===== config.mk =====
export PLATFORM = sky130hd
export DESIGN_NAME = adam_csr
export DESIGN_NICKNAME = d
export VERILOG_FILES = /design/src/design/adam_pkg.sv /design/src/design/adam_csr.sv
export SDC_FILE = /design/constraint.sdc
export NUM_CORES = 1
export LEC_CHECK = 0
export ABC_AREA = 1
export BUFFER_PORTS_ARGS = -buffer_cell sky130_fd_sc_hd__buf_2
export CAP_MARGIN = 5
export CORE_MARGIN = 4
export CORE_UTILIZATION = 51
export CTS_BUF_LIST = sky130_fd_sc_hd__clkbuf_4 sky130_fd_sc_hd__clkbuf_8
export DETAILED_ROUTE_END_ITERATION = 8
export PLACE_DENSITY_LB_ADDON = 0.15
export SLEW_MARGIN = 10
export SYNTH_ARGS = -nofsm -noshare
export SYNTH_HDL_FRONTEND = slang
export SYNTH_SLANG_ARGS = --single-unit

===== constraint.sdc =====
create_clock -name clock -period 1.05 [get_ports clock]
set_input_delay 0.0525 -clock clock [delete_from_list [all_inputs] [get_ports clock]]
set_output_delay 0.0525 -clock clock [all_outputs]
set_load 0.05 [all_outputs]

===== src/design/adam_pkg.sv =====
// ----------------------------------------------------------------------------
// Adam update package
// Shared types, register indexes and datapath operation codes.
// ----------------------------------------------------------------------------
package adam_pkg;

   localparam int CSR_IDX_W  = 3;
   localparam int CSR_DATA_W = 32;

   localparam logic [CSR_IDX_W-1:0] CSR_BETA_ONE    = 3'd0;
   localparam logic [CSR_IDX_W-1:0] CSR_BETA_TWO    = 3'd1;
   localparam logic [CSR_IDX_W-1:0] CSR_LEARN_RATE  = 3'd2;
   localparam logic [CSR_IDX_W-1:0] CSR_CLAMP_EN    = 3'd3;
   localparam logic [CSR_IDX_W-1:0] CSR_LOWER_BOUND = 3'd4;
   localparam logic [CSR_IDX_W-1:0] CSR_UPPER_BOUND = 3'd5;

   localparam logic [6:0] DIV_STEPS  = 7'd96;
   localparam logic [5:0] SQRT_STEPS = 6'd32;

   typedef struct packed {
      logic [15:0]        beta_one;
      logic [15:0]        beta_two;
      logic [15:0]        learn_rate;
      logic               clamp_enable;
      logic signed [31:0] lower_bound;
      logic signed [31:0] upper_bound;
   } cfg_type;

   typedef enum logic [4:0] {
      OP_NOP, OP_LOAD, OP_DEC,
      OP_MA, OP_MB, OP_MC, OP_MD, OP_ME, OP_MF, OP_MG, OP_MH,
      OP_P1, OP_P2, OP_PSQ, OP_PSQW, OP_PML, OP_PMLW,
      OP_D1, OP_D2, OP_D3, OP_DRUN, OP_D1E, OP_D2E,
      OP_SRUN, OP_SQE, OP_L1, OP_L2, OP_D3E, OP_UPD, OP_FIN
   } op_type;

   typedef struct packed {
      logic oor;
      logic is_init;
      logic k_zero;
      logic cur_bit;
      logic pow_sel;
      logic div_done;
      logic sq_done;
      logic rsp_free;
   } sts_type;

   // Index of the highest set bit of a 17 bit exponent.
   function automatic logic [4:0] top_bit(input logic [16:0] e);
      logic [4:0] pos;
      pos = 5'd0;
      for (int i = 0; i < 17; i++) begin
         if (e[i]) pos = 5'(i);
      end
      return pos;
   endfunction

endpackage


===== src/design/adam_csr.sv =====
// ----------------------------------------------------------------------------
// Adam configuration registers
// Holds the decay rates, step size and clamp settings.
// ----------------------------------------------------------------------------
module adam_csr import adam_pkg::*; (
   input  logic                  clock,
   input  logic                  reset,
   input  logic                  csr_wen,
   input  logic [CSR_IDX_W-1:0]  csr_index,
   input  logic [CSR_DATA_W-1:0] csr_wdata,
   output cfg_type               cfg
);

   cfg_type cfg_ff;

   always_ff @(posedge clock) begin
      if (reset) begin
         cfg_ff.beta_one     <= 16'd58982;
         cfg_ff.beta_two     <= 16'd65470;
         cfg_ff.learn_rate   <= 16'd66;
         cfg_ff.clamp_enable <= 1'b0;
         cfg_ff.lower_bound  <= 32'sh8000_0000;
         cfg_ff.upper_bound  <= 32'sh7FFF_FFFF;
      end else if (csr_wen) begin
         case (csr_index)
            CSR_BETA_ONE:    cfg_ff.beta_one     <= csr_wdata[15:0];
            CSR_BETA_TWO:    cfg_ff.beta_two     <= csr_wdata[15:0];
            CSR_LEARN_RATE:  cfg_ff.learn_rate   <= csr_wdata[15:0];
            CSR_CLAMP_EN:    cfg_ff.clamp_enable <= csr_wdata[0];
            CSR_LOWER_BOUND: cfg_ff.lower_bound  <= $signed(csr_wdata);
            CSR_UPPER_BOUND: cfg_ff.upper_bound  <= $signed(csr_wdata);
            default: ;
         endcase
      end
   end

   assign cfg = cfg_ff;

endmodule


# ---- After elaboration in Yosys (flattened, before gate mapping)
# Index checks and enable logic that the tools add are counted.
dict set report totals {
  in_bits 38
  regBits 113
  out_inout_bits 113
}
dict set report op_classes {
  eq_ne 5
  n_reduce_logical 7
}
# op n
set ops {}
lappend ops {{AND reduction 2 bit} 6}
lappend ops {{== test 3 x 2 -> 1 bit (second input constant)} 2}
lappend ops {{== test 3 bit (second input constant)} 2}
lappend ops {{== test 3 x 1 -> 1 bit (second input constant)} 1}
lappend ops {{logical NOT 3 bit} 1}

# ---- Logic depth before layout (Yosys ltp)
dict set report logic_depth {
  word_depth 2
  ltp_mapped 6
}

# ---- Worst setup path before layout
# No wires, ideal clock.
dict set report synth_path {
  kind {register to register}
  start {register cfg[63] (netlist name)}
  end {register cfg_ff (netlist bit cfg[63])}
  required_time_ps 986
  arrival_time_ps 838
  synth_period_minus_slack_ps 902
  n_path_buf 0
  path_slack_ps 148
  stages_incl_launch_ff 3
  path_cell_list {dfxtp_1 -> o21ai_0 -> nand3_1}
}
# item line_no
set synth_lines {}
lappend synth_lines {{to (decl)} adam_csr.sv:14} ;# cfg_type cfg_ff;

# ---- Final worst setup path
dict set report layout_path {
  start {register cfg_ff (netlist bit cfg[101])}
  end {output cfg[101] in the netlist's numbering}
}
# item line_no
set layout_lines {}
lappend layout_lines {{to (decl)} adam_csr.sv:11} ;# output cfg_type cfg
# No word-level cell between the ends.

==> out/qor.txt <==
Clk_lat worst skew -> 420 ps
Fmax achieved -> 958 MHz
Place WS -> 19.9 ps
Max-cap violations -> 0
Leak -> 3.24 nW
Hold path start -> csr_index[1]
Setup Viol. Count Final -> 0
Worst Path Class, Setup -> register to output pin
Syn Area/Cell -> 7.34 um^2
H-tree Lvls -> 4
Slew headroom -> 77.6%
Yosys reg bits -> 113
Synth top area share -> 52.7%
Die X -> 99.7 um
Worst R2R Start -> cfg[48]$_SDFFE_PP0P_
Crit path max fanout -> 2
GRT overflow -> 0
Port buffer count -> 150
Crit Reg-Reg Endpoint -> cfg[48]$_SDFFE_PP0P_
Distinct cells, synth -> 17
Vias post-DR -> 4673
Req. time, crit path -> 1000 ps
Critical path's top delay family -> flip-flops
Final Hold Slack -> 75.9 ps
Post-route DRC -> 0
Synthesized instance count -> 585
Final Skew -> 0 ps
Slowest stage cell, crit path -> dfxtp_1
Run status -> completed
Hold EP -> cfg[31]$_SDFFE_PP0P_
Register area share after synthesis -> 52.7%
DP HPWL -> 8750 um
Pwr dens -> 1600 nW/um^2
Syn Std Cell Area -> 4290 um^2
CTS tree -> yes
Synth warn -> 0
Crit path largest cell delay -> 360 ps
Crit-path cells -> buf_4
Final Max Tran Viols -> 0
DRT antenna net count -> 0
Peak supply drop -> 0.998 mV
Starting Density -> 52.2%
Worst-margin pin slew -> 336 ps
# diodes -> 0
DR WL/cell -> 16.0 um
R2r setup slk -> 390 ps
GRT Overall Usage -> 27.3%
Final hold vios -> 0
Synth-to-Final Area Change -> 58.4%
First-pass GRT wire length -> 21500 um
Crit path buf inv count -> 1
Vias in the first global route -> 4530
Via density -> 5.22
Worst-path clk slew -> 70 ps
Synth area leaders -> dfxtp_1 53%, nand2_1 16%, nand3_1 11%
CTS Buffer Depth -> 2
Largest net degree at the start of global routing -> 56
First-pass DRT Iterations -> 7
Hold Crit Depth -> 5
Top-Level Pins -> 151
Net Count, Synth -> 623
Clk sinks -> 113
Post-synth top area cell -> dfxtp_1
CTS root buf -> clkbuf_8
Arrival @ worst endpoint -> 990 ps
Setup ws final -> 5.74 ps
1st-iter DRT viols -> 272
Cell row count -> 33
Reg2reg path depth -> 2
Share of layout cells above drive strength 1 -> 33.9%
Routed WL -> 14300 um
Part of the cycle the worst path needs -> 99.5%
Max reg flops -> 113
GPL Wtd Cong -> 0.877
Tmin final -> 1040 ps
Initial antenna violation count -> 0
Core area -> 8220 um^2
Area of the die -> 9950 um^2
Crit end category -> output pin
HP Class -> input pin to register
CTS buffer count -> 17
Setup crit start kind -> register
Die height -> 99.7 um
Final net count -> 815
[where the power goes]
part           switching [mW]  internal (mW)  total (mW)
clock                    1.97           2.61        4.59
combinational            1.10          0.640        1.74
sequential              0.115           4.45        4.57
[layer usage]
layer | vias up | track usage, % | routed length [um]
met5 | - | 0 | 0
met4 | 0 | 9.24 | 417
met3 | 40 | 7.85 | 1130
met2 | 238 | 47.7 | 7440
met1 | 2172 | 32.0 | 5340
li1 | 2223 | - | -
[cell type report]
cell class | instances | area (um^2)
inverter | 23 | 87.6
fill | 525 | 1420
clock buffer | 17 | 234
tap | 105 | 131
sequential | 113 | 2320
timing repair buffer | 208 | 2040
clock inverter | 15 | 209
multi-input combinational | 414 | 1780
[worst max path at each step]
stage	startpoint	endpoint	cells past startpoint
after floorplan	cfg[63]$_SDFFE_PP1P_	cfg[63]$_SDFFE_PP1P_	2
after global placement	csr_index[1]	cfg[31]$_SDFFE_PP0P_	7
after detailed placement	csr_index[1]	cfg[22]$_SDFFE_PP1P_	7
after CTS	cfg[110]$_SDFFE_PP1P_	cfg[110]	1
after global routing	cfg[21]$_SDFFE_PP1P_	cfg[21]	1
final	cfg[101]$_SDFFE_PP0P_	cfg[101]	1
[what timing repair did]
action,in CTS,in global routing
pin swaps,0,0
gates resized for setup,132,123
endpoints found under the hold margin,73,0
hold buffers,32,0
buffers inserted,0,0
setup endpoints to repair,113,92
[cell usage in the layout (no fill, tap or decap), drive strengths merged]
cell type	synthesis	final
nand2	179	179
buf	25	176
nor2	120	120
dfxtp	113	113
nand3	97	97
dlygate4sd3	0	32
inv	22	25
clkbuf	10	17
nand3b	16	16
clkinv	1	6
bufinv	0	4
clkinvlp	0	3
a21oi	1	1
o21ai	1	1
[cell families after synthesis]
kind of cell    synth area share, %
compound gates                0.233
buf+inv                        6.04
flops                          52.7
simple gates                   41.0
[cell usage after synthesis]
master and instances:
buf_2 18, nor2_2 6, inv_2 4, dfxtp_1 113, nor2_4 2, nand2_1 178, nand2_2 1, a21oi_1 1
buf_4 5, nand3b_1 16, clkbuf_1 10, clkinv_1 1, buf_1 2, o21ai_0 1, inv_1 18, nor2_1 112
nand3_1 97
[through the flow]
| stage | util [%] | TNS, ps | area, um^2 | std cells | power [mW] |
|---|---|---|---|---|---|
| after CTS | 78.4 | 0 | 6440 | 895 | 10.8 |
| after global placement | 64.9 | 0 | 5330 | 831 | 6.04 |
| after floorplan | - | 0 | 4290 | 585 | 5.59 |
| after detailed placement | 64.9 | 0 | 5330 | 831 | 6.06 |
| after global routing | 82.7 | -79.3 | 6800 | 895 | 11.3 |
| final | 82.7 | 0 | 6800 | 895 | 10.9 |
Power figures use the tool's default switching activity.
