--- config.mk ---
export PLATFORM = sky130hd
export DESIGN_NAME = adam_ctrl
export DESIGN_NICKNAME = d
export VERILOG_FILES = /design/src/design/adam_pkg.sv /design/src/design/adam_ctrl.sv
export SDC_FILE = /design/constraint.sdc
export NUM_CORES = 1
export LEC_CHECK = 0
export ABC_AREA = 1
export ABC_CLOCK_PERIOD_IN_PS = 1540
export BUFFER_PORTS_ARGS = -buffer_cell sky130_fd_sc_hd__buf_2
export CORE_MARGIN = 2
export CORE_UTILIZATION = 55
export DETAILED_ROUTE_END_ITERATION = 8
export GPL_TIMING_DRIVEN = 0
export PLACE_DENSITY = 0.77
export RECOVER_POWER = 50
export SLEW_MARGIN = 15
export SYNTH_ARGS = -nofsm -noshare
export SYNTH_HDL_FRONTEND = slang
export SYNTH_SLANG_ARGS = --single-unit
--- constraint.sdc ---
create_clock -name clock -period 1.54 [get_ports clock]
set_clock_uncertainty 0.05 [all_clocks]
set_input_delay 0.231 -clock clock [delete_from_list [all_inputs] [get_ports clock]]
set_output_delay 0.231 -clock clock [all_outputs]
set_load 0.05 [all_outputs]
--- src/design/adam_pkg.sv ---
// ----------------------------------------------------------------------------
// Adam update package
// Shared types, register indexes and datapath operation codes.
// ----------------------------------------------------------------------------
package adam_pkg;

   localparam int CSR_IDX_W  = 3;
   localparam int CSR_DATA_W = 32;

   localparam logic [CSR_IDX_W-1:0] CSR_BETA_ONE    = 3'd0;
   localparam logic [CSR_IDX_W-1:0] CSR_BETA_TWO    = 3'd1;
   localparam logic [CSR_IDX_W-1:0] CSR_LEARN_RATE  = 3'd2;
   localparam logic [CSR_IDX_W-1:0] CSR_CLAMP_EN    = 3'd3;
   localparam logic [CSR_IDX_W-1:0] CSR_LOWER_BOUND = 3'd4;
   localparam logic [CSR_IDX_W-1:0] CSR_UPPER_BOUND = 3'd5;

   localparam logic [6:0] DIV_STEPS  = 7'd96;
   localparam logic [5:0] SQRT_STEPS = 6'd32;

   typedef struct packed {
      logic [15:0]        beta_one;
      logic [15:0]        beta_two;
      logic [15:0]        learn_rate;
      logic               clamp_enable;
      logic signed [31:0] lower_bound;
      logic signed [31:0] upper_bound;
   } cfg_type;

   typedef enum logic [4:0] {
      OP_NOP, OP_LOAD, OP_DEC,
      OP_MA, OP_MB, OP_MC, OP_MD, OP_ME, OP_MF, OP_MG, OP_MH,
      OP_P1, OP_P2, OP_PSQ, OP_PSQW, OP_PML, OP_PMLW,
      OP_D1, OP_D2, OP_D3, OP_DRUN, OP_D1E, OP_D2E,
      OP_SRUN, OP_SQE, OP_L1, OP_L2, OP_D3E, OP_UPD, OP_FIN
   } op_type;

   typedef struct packed {
      logic oor;
      logic is_init;
      logic k_zero;
      logic cur_bit;
      logic pow_sel;
      logic div_done;
      logic sq_done;
      logic rsp_free;
   } sts_type;

   // Index of the highest set bit of a 17 bit exponent.
   function automatic logic [4:0] top_bit(input logic [16:0] e);
      logic [4:0] pos;
      pos = 5'd0;
      for (int i = 0; i < 17; i++) begin
         if (e[i]) pos = 5'(i);
      end
      return pos;
   endfunction

endpackage

--- src/design/adam_ctrl.sv ---
// ----------------------------------------------------------------------------
// Adam controller
// Sequences the datapath through the moment, power, divide and root steps.
// ----------------------------------------------------------------------------
module adam_ctrl import adam_pkg::*; (
   input  logic    clock,
   input  logic    reset,
   input  logic    req_tvalid,
   output logic    req_tready,
   input  sts_type sts,
   output op_type  cmd
);

   typedef enum logic [31:0] {
      ST_IDLE = 32'h0000_0001, ST_DEC  = 32'h0000_0002, ST_MA   = 32'h0000_0004,
      ST_MB   = 32'h0000_0008, ST_MC   = 32'h0000_0010, ST_MD   = 32'h0000_0020,
      ST_ME   = 32'h0000_0040, ST_MF   = 32'h0000_0080, ST_MG   = 32'h0000_0100,
      ST_MH   = 32'h0000_0200, ST_P1   = 32'h0000_0400, ST_P2   = 32'h0000_0800,
      ST_PCHK = 32'h0000_1000, ST_PSQ  = 32'h0000_2000, ST_PSQW = 32'h0000_4000,
      ST_PML  = 32'h0000_8000, ST_PMLW = 32'h0001_0000, ST_D1   = 32'h0002_0000,
      ST_D1W  = 32'h0004_0000, ST_D1E  = 32'h0008_0000, ST_D2   = 32'h0010_0000,
      ST_D2W  = 32'h0020_0000, ST_D2E  = 32'h0040_0000, ST_SQW  = 32'h0080_0000,
      ST_SQE  = 32'h0100_0000, ST_L1   = 32'h0200_0000, ST_L2   = 32'h0400_0000,
      ST_D3   = 32'h0800_0000, ST_D3W  = 32'h1000_0000, ST_D3E  = 32'h2000_0000,
      ST_UPD  = 32'h4000_0000, ST_FIN  = 32'h8000_0000
   } state_type;

   state_type state_ff, state_in;
   state_type pow_next;

   assign req_tready = (state_ff == ST_IDLE);
   // After the first power the second follows; after the second, the divisions.
   assign pow_next = sts.pow_sel ? ST_D1 : ST_P2;

   always_comb begin
      state_in = state_ff;
      cmd      = OP_NOP;
      case (state_ff)
         ST_IDLE: begin
            if (req_tvalid) begin
               cmd      = OP_LOAD;
               state_in = ST_DEC;
            end
         end
         ST_DEC: begin
            cmd      = OP_DEC;
            state_in = (sts.oor || sts.is_init) ? ST_FIN : ST_MA;
         end
         ST_MA: begin cmd = OP_MA; state_in = ST_MB; end
         ST_MB: begin cmd = OP_MB; state_in = ST_MC; end
         ST_MC: begin cmd = OP_MC; state_in = ST_MD; end
         ST_MD: begin cmd = OP_MD; state_in = ST_ME; end
         ST_ME: begin cmd = OP_ME; state_in = ST_MF; end
         ST_MF: begin cmd = OP_MF; state_in = ST_MG; end
         ST_MG: begin cmd = OP_MG; state_in = ST_MH; end
         ST_MH: begin cmd = OP_MH; state_in = ST_P1; end
         ST_P1: begin cmd = OP_P1; state_in = ST_PCHK; end
         ST_P2: begin cmd = OP_P2; state_in = ST_PCHK; end
         ST_PCHK: state_in = sts.k_zero ? pow_next : ST_PSQ;
         ST_PSQ: begin cmd = OP_PSQ; state_in = ST_PSQW; end
         ST_PSQW: begin
            cmd      = OP_PSQW;
            state_in = sts.cur_bit ? ST_PML : ST_PCHK;
         end
         ST_PML: begin cmd = OP_PML; state_in = ST_PMLW; end
         ST_PMLW: begin cmd = OP_PMLW; state_in = ST_PCHK; end
         ST_D1: begin cmd = OP_D1; state_in = ST_D1W; end
         ST_D1W: begin
            cmd = OP_DRUN;
            if (sts.div_done) state_in = ST_D1E;
         end
         ST_D1E: begin cmd = OP_D1E; state_in = ST_D2; end
         ST_D2: begin cmd = OP_D2; state_in = ST_D2W; end
         ST_D2W: begin
            cmd = OP_DRUN;
            if (sts.div_done) state_in = ST_D2E;
         end
         ST_D2E: begin cmd = OP_D2E; state_in = ST_SQW; end
         ST_SQW: begin
            cmd = OP_SRUN;
            if (sts.sq_done) state_in = ST_SQE;
         end
         ST_SQE: begin cmd = OP_SQE; state_in = ST_L1; end
         ST_L1: begin cmd = OP_L1; state_in = ST_L2; end
         ST_L2: begin cmd = OP_L2; state_in = ST_D3; end
         ST_D3: begin cmd = OP_D3; state_in = ST_D3W; end
         ST_D3W: begin
            cmd = OP_DRUN;
            if (sts.div_done) state_in = ST_D3E;
         end
         ST_D3E: begin cmd = OP_D3E; state_in = ST_UPD; end
         ST_UPD: begin cmd = OP_UPD; state_in = ST_FIN; end
         ST_FIN: begin
            if (sts.rsp_free) begin
               cmd      = OP_FIN;
               state_in = ST_IDLE;
            end
         end
         default: state_in = ST_IDLE;
      endcase
   end

   always_ff @(posedge clock) begin
      if (reset) state_ff <= ST_IDLE;
      else       state_ff <= state_in;
   end

endmodule

* Word-level counts from Yosys, hierarchy flattened
Index checks and enable logic that the tools add are counted.
** Cells by class
- Div/mod/pow operators :: 0
- Order comparisons :: 0
- Reduce and logical (&&, ||, !) cells :: 4
- Add/subtract/negate cells :: 0
- Shift-type cells :: 0
- Equality and inequality tests :: 38
- Bitwise operators :: 0
- Multipliers :: 0
- Multiplexer cells :: 14
** Operators with widths (count)
- $pmux W32 S30 :: 1
- $mux W32 :: 7
- $pmux W5 S29 :: 1
- $mux W18 :: 2
- $eq A32 B1 Y1 const B :: 1
- $eq A32 B10 Y1 const B :: 1
- $eq A32 B11 Y1 const B :: 1
- $eq A32 B12 Y1 const B :: 1
- $eq A32 B13 Y1 const B :: 1
- $eq A32 B14 Y1 const B :: 1
- $eq A32 B15 Y1 const B :: 1
- $eq A32 B16 Y1 const B :: 1
- $eq A32 B17 Y1 const B :: 1
- $eq A32 B18 Y1 const B :: 1
- $eq A32 B19 Y1 const B :: 1
- $eq A32 B2 Y1 const B :: 1
- $eq A32 B20 Y1 const B :: 1
- $eq A32 B21 Y1 const B :: 1
- $eq A32 B22 Y1 const B :: 1
- $eq A32 B23 Y1 const B :: 1
- $eq A32 B24 Y1 const B :: 1
- $eq A32 B25 Y1 const B :: 1
- $eq A32 B26 Y1 const B :: 1
- $eq A32 B27 Y1 const B :: 1
- other kinds (19) :: 25
** Word-level totals
- ROM bits :: 0
- Register bits :: 32
- Output and inout port bits :: 6
- Memory bits (writable) :: 0
- Word-level logic and storage cells :: 57
- Memories :: 0
- Bits in latches :: 0
- Bits of input ports :: 11

* Longest topological paths before layout
Gate-level depths: netlist of run 1.
- Depth after elaboration :: 3
- Gate-level depth with buffers :: 13
- Gate-level depth less buffers :: 12

* Worst setup path before layout of run 1
OpenSTA, ideal clock, no wires.
- Kind :: flip-flop to output port
- Start point :: register state_ff[28]
- End point :: output cmd[0]
- Cell stages (with the launch flop) :: 10
- Buffers on the path :: 0
- Data required time :: 1.259 ns
- Data arrival time :: 1.828 ns
- Slack :: -0.569 ns
- Cells stage by stage :: dfxtp_1 -> nor2_2 -> nand2_4 -> clkinv_4 -> nand2_4 -> nor2_4 -> nand2_2 -> inv_1 -> nand2_1 -> nand4_1
** On the way
- Elaborated cells between the ends (all ways) :: 33
- Classes of those cells :: eq/ne: 31; mux: 1; reduce/logical: 1
** RTL lines
- from (decl) :: line adam_ctrl.sv:28 : state_type state_ff, state_in;
- from (signal assigned) :: line adam_ctrl.sv:105 : else state_ff <= state_in;
- $eq A32 B1 Y1
- named net req_tready :: line adam_ctrl.sv:9 : output logic req_tready,
- $pmux W5 S29 :: line adam_ctrl.sv:38 : case (state_ff)
- to (decl) :: line adam_ctrl.sv:11 : output op_type cmd
The timed path passes the listed nets, and every way through them passes these cells.

* Worst setup path after layout of run 1
- Start point :: register state_ff[16]
- End point :: output cmd[0]
** On the way
- Longest elaborated chain between the ends :: 3
- Elaborated cells between the ends (all ways) :: 33
- Classes of those cells :: eq/ne: 31; mux: 1; reduce/logical: 1
** RTL lines (line)
- $eq A32 B29 Y1 (tied with other cells) :: adam_ctrl.sv:38
- $reduce_or A3 Y1 (no line)
- $pmux W5 S29 * :: adam_ctrl.sv:38
Mark *: on every way between the ends. The rest lies on a longest branch, timed or not.

==> results of run 1 <==
-- layer usage --
layer	share of wire, %	vias to the layer above	routed length (um)	track usage (%)
met5	0	-	0	0
met4	3.4	0	279	11.5
met3	7.3	45	601	5.05
met2	51	162	4160	51.2
met1	38	1336	3150	35.3
li1	-	1311	-	-
-- worst max-delay path, stage by stage (launching register included) --
cell and delay [ps]:
dfxtp_2 340, nor2_4 130, nand2_4 100, nor2_8 210, buf_6 150, nand2_1 120
nor2_4 140, nand2_2 80, nor3b_2 150, nand4_1 140, buf_6 180
-- layout by cell type, fill, tap and decap left out, types with 8 or more instances in the layout --
master    n
buf_2     9
inv_2    12
nand2_1  48
nand2_4  13
nor3_1   22
nand4_1   8
buf_4    32
nor3_2   13
nor2_4   21
nor2_1   49
dfxtp_2  25
nor2_2   24
nand2_2  14
inv_1    27
nand3_1  28
-- repair_timing --
item,CTS,global route
gates resized for setup,34,60
setup endpoints to repair,28,30
gates cloned,0,1
pin swaps,15,28
buffers inserted,15,23
-- where the power goes --
part | switching (mW) | leakage (nW) | internal [mW]
Clock | 0.318 | 0.0503 | 0.398
Sequential | 0.0844 | 0.273 | 0.923
Combinational | 3.08 | 1.16 | 2.26
-- metrics by stage --
| stage | area (um2) | utilization (%) |
|---|---|---|
| finish | 3480 | 81.1 |
| global route | 3480 | 81.1 |
| CTS | 3060 | 71.2 |
| detailed placement | 2730 | 63.6 |
| global placement | 2730 | 63.6 |
| floorplan | 2590 | - |
-- cells by family (layout without fill, tap and decap cells) --
logic type      count (synthesis)  count (layout)  synth area share (%)
buf+inv                        51             112                  9.23
flops                          32              32                  26.5
simple gates                  267             267                  60.8
compound gates                 16              16                  3.42
-- final timing paths --
kind | to | slack [ps] | cells after the start
worst max-delay path | cmd[0] | -770 | 10
worst min-delay path | state_ff[11]$_SDFFE_PP0P_ | 70 | 2
worst max register to register | state_ff[28]$_SDFFE_PP0P_ | -400 | 13
worst min register to register | state_ff[15]$_SDFFE_PP0P_ | 550 | 3
-- final cells by class --
cell class / instances / area [um2] / area share (%)
buffer: 7 / 86.3 / 2.48
clock buffer: 7 / 96.3 / 2.76
inverter: 44 / 184 / 5.28
multi-input combinational: 283 / 1900 / 54.5
sequential: 32 / 679 / 19.5
tap: 52 / 65.1 / 1.87
timing repair buffer: 54 / 474 / 13.6
==> results.yml, run 1 <==
outcome:
  status: "finished with violations"
  failed_checks: "setup timing"
timing:
  holdWs_ps: 69.7
  worst_pin_slew_ps: 793
  finalSetupViolations: 30
  fin_crit_sh_pct: 150
  max_freq_mhz: 433
  maxSlewViolCount: 0
  period_minus_slack_ps: 2310
  slew_headroom_pct: 47.2
  rsz0062_at_grt: "true"
  hold_violations: 0
  tns_ps: -11360
  fin_ws_ps: -769
synth:
  synth_top_area_share_pct: 26.5
  yosys-top-cells-count: "nor2_1, nand2_1, nor3_1"
  synth_cell_types: 33
  syn_nets: 377
  ys_async_sr_fraction_pct: 0
  syn_area_mm2: 0.00241
  synth-main-ff-cell: "dfxtp_1"
  synthTopCellsByArea: "dfxtp_1, nor2_1, nand2_1"
  ys_seq_area_share_pct: 26.5
  syn_inst: 366
  synth_top_area_cell: "dfxtp_1"
  ys_seq_elements: 32
  synth-edff-count: 0
  yosysMostFrequentCell: "nor2_1"
  yosysWarnings: 0
  postSynthAreaPerCell_um2: 6.59
setup_path:
  required_ps: 1260
  arrival_ps: 2030
  crit_path_end_kind: "output port"
  crit_path_start: "state_ff[16]$_SDFFE_PP0P_"
  timing.rr.start: "state_ff[8]$_SDFFE_PP0P_"
  crit_path_max_fanout: 6
  path_class: "flip-flop to output port"
  setup.worst_path.start_class: "flip-flop"
cells_and_area:
  fin_nets: 438
  top_register: "state_ff"
  fillCellCount: 245
  finalNonFillerCells: 479
  synthToLayoutAreaGrowth_pct: 44.4
  diodes: 0
  top_regs: "state_ff (32)"
  largest_register_ffs: 32
  final_layout_size_suffix_gt1_share_pct: 52.7
hold_path:
  hold_path_class: "input pin to flip-flop"
  worstHoldStart: "sts[3]"
route:
  drt-initial-drc-count: 329
  wirelength_um: 8190
  num_vias: 2854
  ant_nets: 0
  drcViolationCount: 0
  drt_pass1_iterations: 6
  via_per_inst: 5.96
  post_drt_wl_per_cell_um: 17.1
die:
  fp.dieW_um: 70.2
  pin_count: 17
  core_mm2: 0.00429
  rows: 24
  initial_core_util_pct: 56.2
  dieArea_mm2: 0.00493
  die_y_um: 70.2
clock_tree:
  clock-sinks: 32
  numCtsBuffers: 5
  clk_pin_slew_worst_paths_ps: 70
  htreeDepth: 2
  hold_buffers: 0
  clk_latency_ps: 290
  cts_tree: "yes"
  clk_path_buf_depth: 2
  cts_root_buffer: "clkbuf_8"
grt:
  overflow: 0
  grt_pass1_vias: 2464
  grt_pass1_wl_um: 11400
  grt_max_degree: 11
  antenna_found_initial: 0
  grt_use_total_pct: 29.2
power_and_ir_drop:
  finalPower_mw: 7.07
  pwr_density_cell_mw_per_mm2: 2030
  irDropWorstVdd_mv: 1.66
  p_leak_nw: 1.49
place:
  dpl.hpwl_um: 4980
  portBuffers: 15
  pre_cts_ws_ps: -489
  gp_congestion: 0.920
  dp_cells: 433
run:
  drv_cap: 0
(Power assumes the default switching activity.)
==> run 2: changes to the inputs <==
--- a/config.mk
+++ b/config.mk
@@ -5,14 +5,13 @@
 export SDC_FILE = /design/constraint.sdc
 export NUM_CORES = 1
 export LEC_CHECK = 0
-export ABC_AREA = 1
 export ABC_CLOCK_PERIOD_IN_PS = 1540
 export BUFFER_PORTS_ARGS = -buffer_cell sky130_fd_sc_hd__buf_2
 export CORE_MARGIN = 2
-export CORE_UTILIZATION = 55
+export CORE_UTILIZATION = 53
 export DETAILED_ROUTE_END_ITERATION = 8
 export GPL_TIMING_DRIVEN = 0
-export PLACE_DENSITY = 0.77
+export PLACE_DENSITY = 0.75
 export RECOVER_POWER = 50
 export SLEW_MARGIN = 15
 export SYNTH_ARGS = -nofsm -noshare
==> run 2 against run 1 <==
The flow still finishes with violations (setup timing). Clock power is 16% lower. Global-route usage rose by 14 points. Cell area fell by 7.3%. Largest cell class unchanged. Non-clock buffer count grew 7. Critical path type unchanged. First-iteration DRC count rose by 53%.
==> results.yml, run 2 <==
die:
  rows: 22
  dieArea_mm2: 0.00421
  initial_core_util_pct: 54.5
  fp.dieW_um: 64.9
  pin_count: 17
  core_mm2: 0.00361
  die_y_um: 64.9
cells_and_area:
  final_layout_size_suffix_gt1_share_pct: 53.9
  largest_register_ffs: 32
  diodes: 0
  final_common_cell: "buf_4"
  fin_nets: 321
  finalNonFillerCells: 356
  top_register: "state_ff"
  final_cell_mix: "buf_4, nor2_1, nor4_4"
  synthToLayoutAreaGrowth_pct: 64.2
  top_regs: "state_ff (32)"
timing:
  fin_ws_ps: -1600
  rsz0062_at_grt: "true"
  slew_headroom_pct: 44.8
  tns_ps: -36920
  finalSetupViolations: 38
  max_freq_mhz: 318
  worst_pin_slew_ps: 828
  fin_crit_sh_pct: 204
  maxSlewViolCount: 0
  hold_violations: 0
  holdWs_ps: 56.5
  period_minus_slack_ps: 3140
setup_path:
  critPathMaxStageDelay_ps: 450
  worst-r2r-cell-count: 7
  worstPathCellList: "nor4_4 -> buf_4 -> nand4_1 -> buf_4 -> nor3_1 -> a311oi_1 -> and2_1 -> nand4_1 -> buf_6"
  critPathSlowestCell: "nor3_1"
  timing.rr.start: "state_ff[0]$_SDFFE_PP1P_"
  reg2reg_to: "state_ff[12]$_SDFFE_PP0P_"
  crit_path_end_kind: "output port"
  path_class: "flip-flop to output port"
  arrival_ps: 2860
  required_ps: 1260
  crit_buf_inv: 3
  ff2ff_setup_slack_ps: -1030
  crit_path_max_fanout: 4
  setup.worst_path.start_class: "flip-flop"
  crit_family: "simple AND/OR/NAND/NOR gates"
synth:
  ys_seq_elements: 32
  syn_inst: 240
  synth_cell_types: 50
  synth-main-ff-cell: "dfxtp_1"
  postSynthAreaPerCell_um2: 8.20
  ys_seq_area_share_pct: 32.6
  ys_async_sr_fraction_pct: 0
  synthSimpleGateAreaFrac_pct: 47.4
  synthAdderAreaFrac_pct: 0
  syn_area_mm2: 0.00197
  synth_top_area_share_pct: 32.6
  synth_xor_area_share_pct: 3.56
  synth_compound_area_share_pct: 13.4
  synth_mux_area_share_pct: 0
  syn_nets: 251
  yosysWarnings: 0
  yosysMostFrequentCell: "dfxtp_1"
  synth_top_family_by_area: "simple AND/OR/NAND/NOR gates"
  synth_top_area_cell: "dfxtp_1"
  synthTopCellsByArea: "dfxtp_1, nor2_1, nor4_1"
  yosys-top-cells-count: "dfxtp_1, nor2_1, nor4_1"
  synth-edff-count: 0
grt:
  grt_pass1_vias: 2474
  antenna_found_initial: 0
  grt_use_total_pct: 43.1
  grt_max_degree: 11
  grt_pass1_wl_um: 13300
  overflow: 0
place:
  dpl.hpwl_um: 4070
  portBuffers: 16
  pre_cts_ws_ps: -1370
  dp_cells: 304
  gp_congestion: 0.919
outcome:
  status: "finished with violations"
  failed_checks: "setup timing"
hold_path:
  hold_path_class: "input pin to flip-flop"
  worstHoldStart: "sts[6]"
  whs_path_depth: 2
  holdPathEnd: "state_ff[2]$_SDFFE_PP0P_"
run:
  drv_cap: 0
route:
  via_per_inst: 7.79
  post_drt_wl_per_cell_um: 28.7
  ant_nets: 0
  drt_pass1_iterations: 7
  num_vias: 2775
  wirelength_um: 10200
  drcViolationCount: 0
  drt-initial-drc-count: 504
clock_tree:
  clk_path_buf_depth: 2
  clock-sinks: 32
  clk_latency_ps: 310
  cts_tree: "yes"
  htreeDepth: 2
  cts_root_buffer: "clkbuf_8"
  numCtsBuffers: 5
  clk_pin_slew_worst_paths_ps: 60
power_and_ir_drop:
  p_leak_nw: 1.25
  pwr_density_cell_mw_per_mm2: 605
  irDropWorstVdd_mv: 0.592
-- run 2: cell types whose count changed in the layout (fill, tap and decap cells not counted), sizes merged, moves of 5 or more --
cell and change:
a2111oi +5, a21oi -5, and2 +7, buf +9, inv -35, nand2 -63
nand2b +7, nand3 -25, nor2 -68, nor3 -23, nor4 +20, o21ai +5
xnor2 +5
-- run 2: timing repair --
action,CTS,global route
gates cloned,3,0
setup endpoints to repair,38,38
pin swaps,38,15
setup buffers,31,18
resized for setup,108,33
hold buffers,0,0
-- run 2: area by class of cell --
| cell class | count | area [um2] |
|---|---|---|
| inverters | 7 | 26.3 |
| repair buffers | 64 | 533 |
| plain buffers | 4 | 40.0 |
| multi-input cells | 196 | 1810 |
| clock buffers | 5 | 68.8 |
| fillers | 133 | 375 |
| well taps | 48 | 60.1 |
| flip-flops and latches | 32 | 688 |
-- run 2: kinds of logic (layout without fill, tap and decap cells) --
family | count (synthesis) | in the layout
AOI/OAI and AO/OA | 37 | 37
xor gates and xnor gates | 8 | 8
DFF | 32 | 32
buffers and inverters | 14 | 80
and+or+nand+nor | 149 | 151
-- run 2: per-stage QoR --
step           util (%)  area (um2)  power [mW]
2_1_floorplan         -        2050        1.04
3_3_place_gp       60.8        2190        1.11
3_5_place_dp       60.8        2190        1.11
4_1_cts            82.6        2980        1.81
5_1_grt            89.6        3230        2.00
6_report           89.6        3230        1.96
-- run 2: worst max-delay path by stage --
| stage | slack (ps) | to | depth (start not counted) | startpoint |
|---|---|---|---|---|
| after floorplan | -1220 | cmd[2] | 6 | state_ff[19]$_SDFFE_PP0P_ |
| after global placement | -1390 | cmd[2] | 7 | state_ff[17]$_SDFFE_PP0P_ |
| after detailed placement | -1370 | cmd[2] | 7 | state_ff[17]$_SDFFE_PP0P_ |
| after CTS | -1310 | cmd[2] | 7 | state_ff[29]$_SDFFE_PP0P_ |
| after global routing | -1570 | cmd[2] | 9 | state_ff[27]$_SDFFE_PP0P_ |
| final | -1600 | cmd[2] | 9 | state_ff[27]$_SDFFE_PP0P_ |
-- run 2: routing by layer --
| layer | routed length, um | vias to the layer above | GRT usage, % |
|---|---|---|---|
| li1 | - | 1054 | - |
| met1 | 3400 | 1264 | 52.6 |
| met2 | 4140 | 317 | 62.6 |
| met3 | 1560 | 140 | 14.1 |
| met4 | 1130 | 0 | 31.6 |
| met5 | 0 | - | 0 |
-- run 2: where the power goes --
group          total (mW)  switching [mW]  internal (mW)
clock network       0.604           0.313          0.291
registers           0.833         0.00923          0.823
logic               0.519           0.301          0.218
total                1.96           0.623           1.33
